<file path="src/rtl/chash_pkg.sv">
`default_nettype none
// ---------------------------------------------------------------------------
// chash_pkg : shared types and constants for the chained hash table
// Field widths, operation and status codes, and the command/status
// structs passed between the controller and the datapath.
// ---------------------------------------------------------------------------
package chash_pkg;

    // Fixed field widths
    localparam int KEY_W  = 32;
    localparam int VAL_W  = 64;
    localparam int OP_W   = 2;
    localparam int ST_W   = 3;
    localparam int CFG_W  = 5;
    localparam int APB_DW = 32;
    localparam int PADDR_W = 3;

    // Parameter defaults
    localparam int MAX_BUCKETS_DEF  = 16;
    localparam int BUCKET_DEPTH_DEF = 8;

    // Reset value of the bucket count register
    localparam logic [CFG_W-1:0] BUCKET_COUNT_RST = CFG_W'(16);

    // Register index of bucket_count (paddr[2])
    localparam logic REG_BUCKET_COUNT = 1'b0;

    // Operation codes
    localparam logic [OP_W-1:0] OP_INSERT = 2'd0;
    localparam logic [OP_W-1:0] OP_SEARCH = 2'd1;
    localparam logic [OP_W-1:0] OP_REMOVE = 2'd2;

    // Result status codes
    localparam logic [ST_W-1:0] ST_INSERTED  = 3'd0;
    localparam logic [ST_W-1:0] ST_UPDATED   = 3'd1;
    localparam logic [ST_W-1:0] ST_FOUND     = 3'd2;
    localparam logic [ST_W-1:0] ST_NOT_FOUND = 3'd3;
    localparam logic [ST_W-1:0] ST_REMOVED   = 3'd4;
    localparam logic [ST_W-1:0] ST_FULL      = 3'd5;

    // Controller to datapath commands
    typedef struct packed {
        logic            clear_step;  // clear one slot of the key store
        logic            load;        // capture item, start the modulo
        logic            div_step;    // one restoring division step
        logic            walk;        // walk the bucket slots
        logic            wr_key;      // write valid bit and key
        logic            key_valid;   // valid bit written with the key
        logic            wr_val;      // write the value store
        logic            use_free;    // target the free slot, else the hit
        logic            result;      // present the result
        logic [ST_W-1:0] status;      // status code of the result
    } t_cmd;

    // Datapath to controller status
    typedef struct packed {
        logic            clear_last;  // clearing pass at its last slot
        logic            div_last;    // final division step
        logic            walk_done;   // key found or bucket fully scanned
        logic            match;       // key present in the bucket
        logic            free;        // bucket has a free slot
        logic [OP_W-1:0] op;          // operation of the current item
    } t_stat;

endpackage
`default_nettype wire

</file>
<file path="src/rtl/chash_ctrl.sv">
`default_nettype none
// ---------------------------------------------------------------------------
// chash_ctrl : sequencer of the chained hash table
// One-hot state machine: clearing pass after reset, then per item the
// modulo, the bucket walk and the action state.
// ---------------------------------------------------------------------------
module chash_ctrl (
    input  wire logic             i_clk,
    input  wire logic             i_rst_n,
    input  wire logic             i_start,
    output logic                  o_busy,
    input  wire chash_pkg::t_stat i_stat,
    output chash_pkg::t_cmd       o_cmd
);
    import chash_pkg::*;

    typedef enum logic [4:0] {
        S_CLEAR = 5'b00001,
        S_IDLE  = 5'b00010,
        S_DIV   = 5'b00100,
        S_WALK  = 5'b01000,
        S_ACT   = 5'b10000
    } t_state;

    t_state r_state;
    t_state n_state;

    // State register
    always_ff @(posedge i_clk) begin
        if (!i_rst_n) begin
            r_state <= S_CLEAR;
        end else begin
            r_state <= n_state;
        end
    end

    // Next state and commands
    always_comb begin
        n_state = r_state;
        o_cmd   = '0;
        case (r_state)
            S_CLEAR: begin
                o_cmd.clear_step = 1'b1;
                if (i_stat.clear_last) n_state = S_IDLE;
            end
            S_IDLE: begin
                if (i_start) begin
                    o_cmd.load = 1'b1;
                    n_state    = S_DIV;
                end
            end
            S_DIV: begin
                o_cmd.div_step = 1'b1;
                if (i_stat.div_last) n_state = S_WALK;
            end
            S_WALK: begin
                o_cmd.walk = 1'b1;
                if (i_stat.walk_done) n_state = S_ACT;
            end
            S_ACT: begin
                o_cmd.result = 1'b1;
                n_state      = S_IDLE;
                case (i_stat.op)
                    OP_INSERT: begin
                        if (i_stat.match) begin
                            // key present: overwrite its value
                            o_cmd.wr_val = 1'b1;
                            o_cmd.status = ST_UPDATED;
                        end else if (i_stat.free) begin
                            // append in the lowest free slot
                            o_cmd.wr_key    = 1'b1;
                            o_cmd.key_valid = 1'b1;
                            o_cmd.wr_val    = 1'b1;
                            o_cmd.use_free  = 1'b1;
                            o_cmd.status    = ST_INSERTED;
                        end else begin
                            o_cmd.status = ST_FULL;
                        end
                    end
                    OP_SEARCH: begin
                        o_cmd.status = i_stat.match ? ST_FOUND : ST_NOT_FOUND;
                    end
                    OP_REMOVE: begin
                        if (i_stat.match) begin
                            o_cmd.wr_key = 1'b1;
                            o_cmd.status = ST_REMOVED;
                        end else begin
                            o_cmd.status = ST_NOT_FOUND;
                        end
                    end
                    default: begin
                        o_cmd.status = ST_NOT_FOUND;
                    end
                endcase
            end
            default: begin
                n_state = S_IDLE;
            end
        endcase
    end

    assign o_busy = (r_state != S_IDLE);

    // Checks
    a_act_then_idle: assert property (@(posedge i_clk) disable iff (!i_rst_n)
        r_state == S_ACT |=> r_state == S_IDLE)
        else $error("action cycle not followed by idle");

    a_walk_after_div: assert property (@(posedge i_clk) disable iff (!i_rst_n)
        (r_state == S_WALK && $past(r_state) != S_WALK) |-> $past(r_state) == S_DIV)
        else $error("bucket walk entered without a finished modulo");

endmodule
`default_nettype wire

</file>
<file path="config.mk">
export PLATFORM = sky130hd
export DESIGN_NAME = chash_ctrl
export DESIGN_NICKNAME = d
export VERILOG_FILES = /design/src/rtl/chash_pkg.sv /design/src/rtl/chash_ctrl.sv
export SDC_FILE = /design/constraint.sdc
export NUM_CORES = 1
export LEC_CHECK = 0
export CAP_MARGIN = 20
export CORE_AREA = 2 2 39 41
export DETAILED_ROUTE_END_ITERATION = 8
export DIE_AREA = 0 0 41 43
export DONT_BUFFER_PORTS = 1
export SETUP_SLACK_MARGIN = 0.2
export SLEW_MARGIN = 20
export SYNTH_ARGS = -nofsm -noshare
export SYNTH_HDL_FRONTEND = slang
export SYNTH_SLANG_ARGS = --single-unit
</file>
<file path="constraint.sdc">
create_clock -name i_clk -period 1.85 [get_ports i_clk]
set_clock_uncertainty 0.1 [all_clocks]
set_input_delay 0.2775 -clock i_clk [delete_from_list [all_inputs] [get_ports i_clk]]
set_output_delay 0.2775 -clock i_clk [all_outputs]
set_load 0.005 [all_outputs]
</file>
==> qor.csv <==
metric;value;unit
die_w;41;µm
ios;23;
path_clk_slew;0.04;ns
synth_edf_count;0;
crit_slowest_cell;dfxtp_2;
synthFlopType;dfxtp_1;
syn_area_per_cell;7.82;µm²
p_leak;0.000208;µW
slowest_delay;0.34;ns
postRouteAntennaNets;0;
ys_seq_elements;5;
ys_seq_area_frac;0.246;
ir_drop;0.277;mV
antenna_found_initial;0;
async_reset_ff_frac;0;
diodes;0;
area_delta_synth_final;28.0;%
std_cell_rows;14;
top_register;r_state;
vias;404;
critPathTopFamily;simple AND/OR/NAND/NOR gates;
crit_fanout;6;
fin_tns_setup;0;ns
regArea;105;µm²
tightest_slew;0.400;ns
synth.most_common_cell;nor2_1;
yosysTopAreaCell;dfxtp_1;
fmax;584;MHz
maxCapViolCount;0;
period_share;0.925;
fin_hold_ws;0.0638;ns
cts_buffers;3;
path_buf_inv;0;
viasPerCell;5.39;
hold_class;input port to flip-flop;
synth_common_cells;nor2_1 (8), dfxtp_1 (5), inv_1 (4), nand2_1 (4), a21oi_1 (3);
nets;70;
start_kind;flip-flop;
multiInputGateArea;322;µm²
place.gp.congestion;0.699;
synth_area;407;µm²
slew_headroom;0.731;
h-tree-depth;1;
status;completed;
syn_nets;62;
critPathCaptureType;primary output;
drc;0;
netlist_instances;52;
finalHoldViolCount;0;
routed_wl;886;µm
start_util;0.294;
gr-usage-all-layers;0.113;
synth_cell_types;29;
post-route-min-period;1.71;ns
grt_max_degree;7;
grt_remaining_overflow;0;
cts-root-buf;clkbuf_4;
num-fill-cells;149;
largest_reg_flops;5;
tritoncts;yes;
reg_top3;r_state (5);
grt_setup_unrepaired;yes;
drive_gt1_frac;0.322;
dpl.hpwl;671;µm
path_class;flip-flop to primary output;
cpMostUsedCell;nor3_4;
grt_pass1_wl;1.35;mm
synth_top_area_share;0.246;
firstDrtPassIters;4;
cts_sinks;5;
maxSlewViolCount;0;
clk_path_buf_depth;2;
avgRoutedWirePerCell;11.8;µm
drt_iter0_markers;9;
die_h;43;µm
port_buffers;0;
clock_latency;0.23;ns
required;1.47;ns
yosys_warnings;0;
power.density_cell_area;589;nW/µm²
first_global_vias;376;
setup_viol;0;
die_area;1760;µm²
crit_arrival;1.33;ns
core;1380;µm²
synthTopCellsByArea;dfxtp_1 (25%), nor2_1 (7.4%), nand3b_2 (5.5%), nor3_2 (4.9%), nor3_4 (4.0%);
path_cells;nor3_4 > nand3b_4 > or2_4 > nor3_4;
-- layout make-up --
cell class / count / share of cell area
multi-input combinational: 42 / 0.618
sequential: 5 / 0.202
timing repair buffer: 4 / 0.0625
clock buffer: 4 / 0.0505
tap: 16 / 0.0385
inverter: 4 / 0.0288
-- layout by cell type, fill, tap and decap left out, types with 2 or more instances in the layout --
| cell | count |
|---|---|
| inv_1 | 4 |
| dfxtp_1 | 3 |
| nand2_1 | 4 |
| nor3b_1 | 2 |
| nand2b_1 | 2 |
| clkbuf_4 | 3 |
| nor3_4 | 2 |
| buf_4 | 3 |
| nor2_1 | 6 |
| a21oi_1 | 3 |
-- kinds of logic (layout without fill, tap and decap cells) --
logic type      Yosys count  count (layout)  synth area share
compound gates           10              10             0.175
xor+xnor                  1               1            0.0215
buf+inv                   5              12            0.0554
flops                     5               5             0.246
simple gates             31              31             0.502
-- repair_timing --
item	4_1_cts	5_1_grt
pin swaps	2	2
endpoints found under the setup margin	5	7
endpoints found under the hold margin	1	0
resized for setup	5	5
hold buffers	1	0
setup buffers	3	0
-- final timing paths --
kind | start | endpoint | slack (ns) | depth (start not counted)
setup / recovery | r_state[3] | o_cmd[5] | 0.14 | 4
hold / removal | i_rst_n | r_state[2] | 0.06 | 1
setup reg to reg | r_state[3] | r_state[1] | 0.39 | 5
hold reg to reg | r_state[3] | r_state[4] | 0.48 | 2
-- through the flow --
stage | power (µW) | setup WS [ns] | cells | utilization | cell area (µm²)
4_1_cts | 309 | 0.116 | 75 | 0.357 | 494
3_3_place_gp | 174 | 0.315 | 67 | 0.303 | 419
5_1_grt | 326 | 0.0489 | 75 | 0.376 | 520
2_1_floorplan | 166 | 0.254 | 52 | - | 407
6_report | 307 | 0.139 | 75 | 0.376 | 520
3_5_place_dp | 174 | 0.277 | 67 | 0.303 | 419
-- layer usage --
metal  routed length [µm]  GRT usage  up-vias
met4                    0     0.0800        0
met3                  115     0.0419        0
li1                     -          -      199
met5                    0          0        -
met2                  410      0.169       25
met1                  360      0.123      180
-- power by group --
group	switching (µW)	total, µW	internal (µW)	leakage, µW
logic	32.5	62.2	29.7	0.000151
clock network	38.1	119	81.1	0.0000150
registers	10.5	125	115	0.0000418
Power figures use the tool's default switching activity.
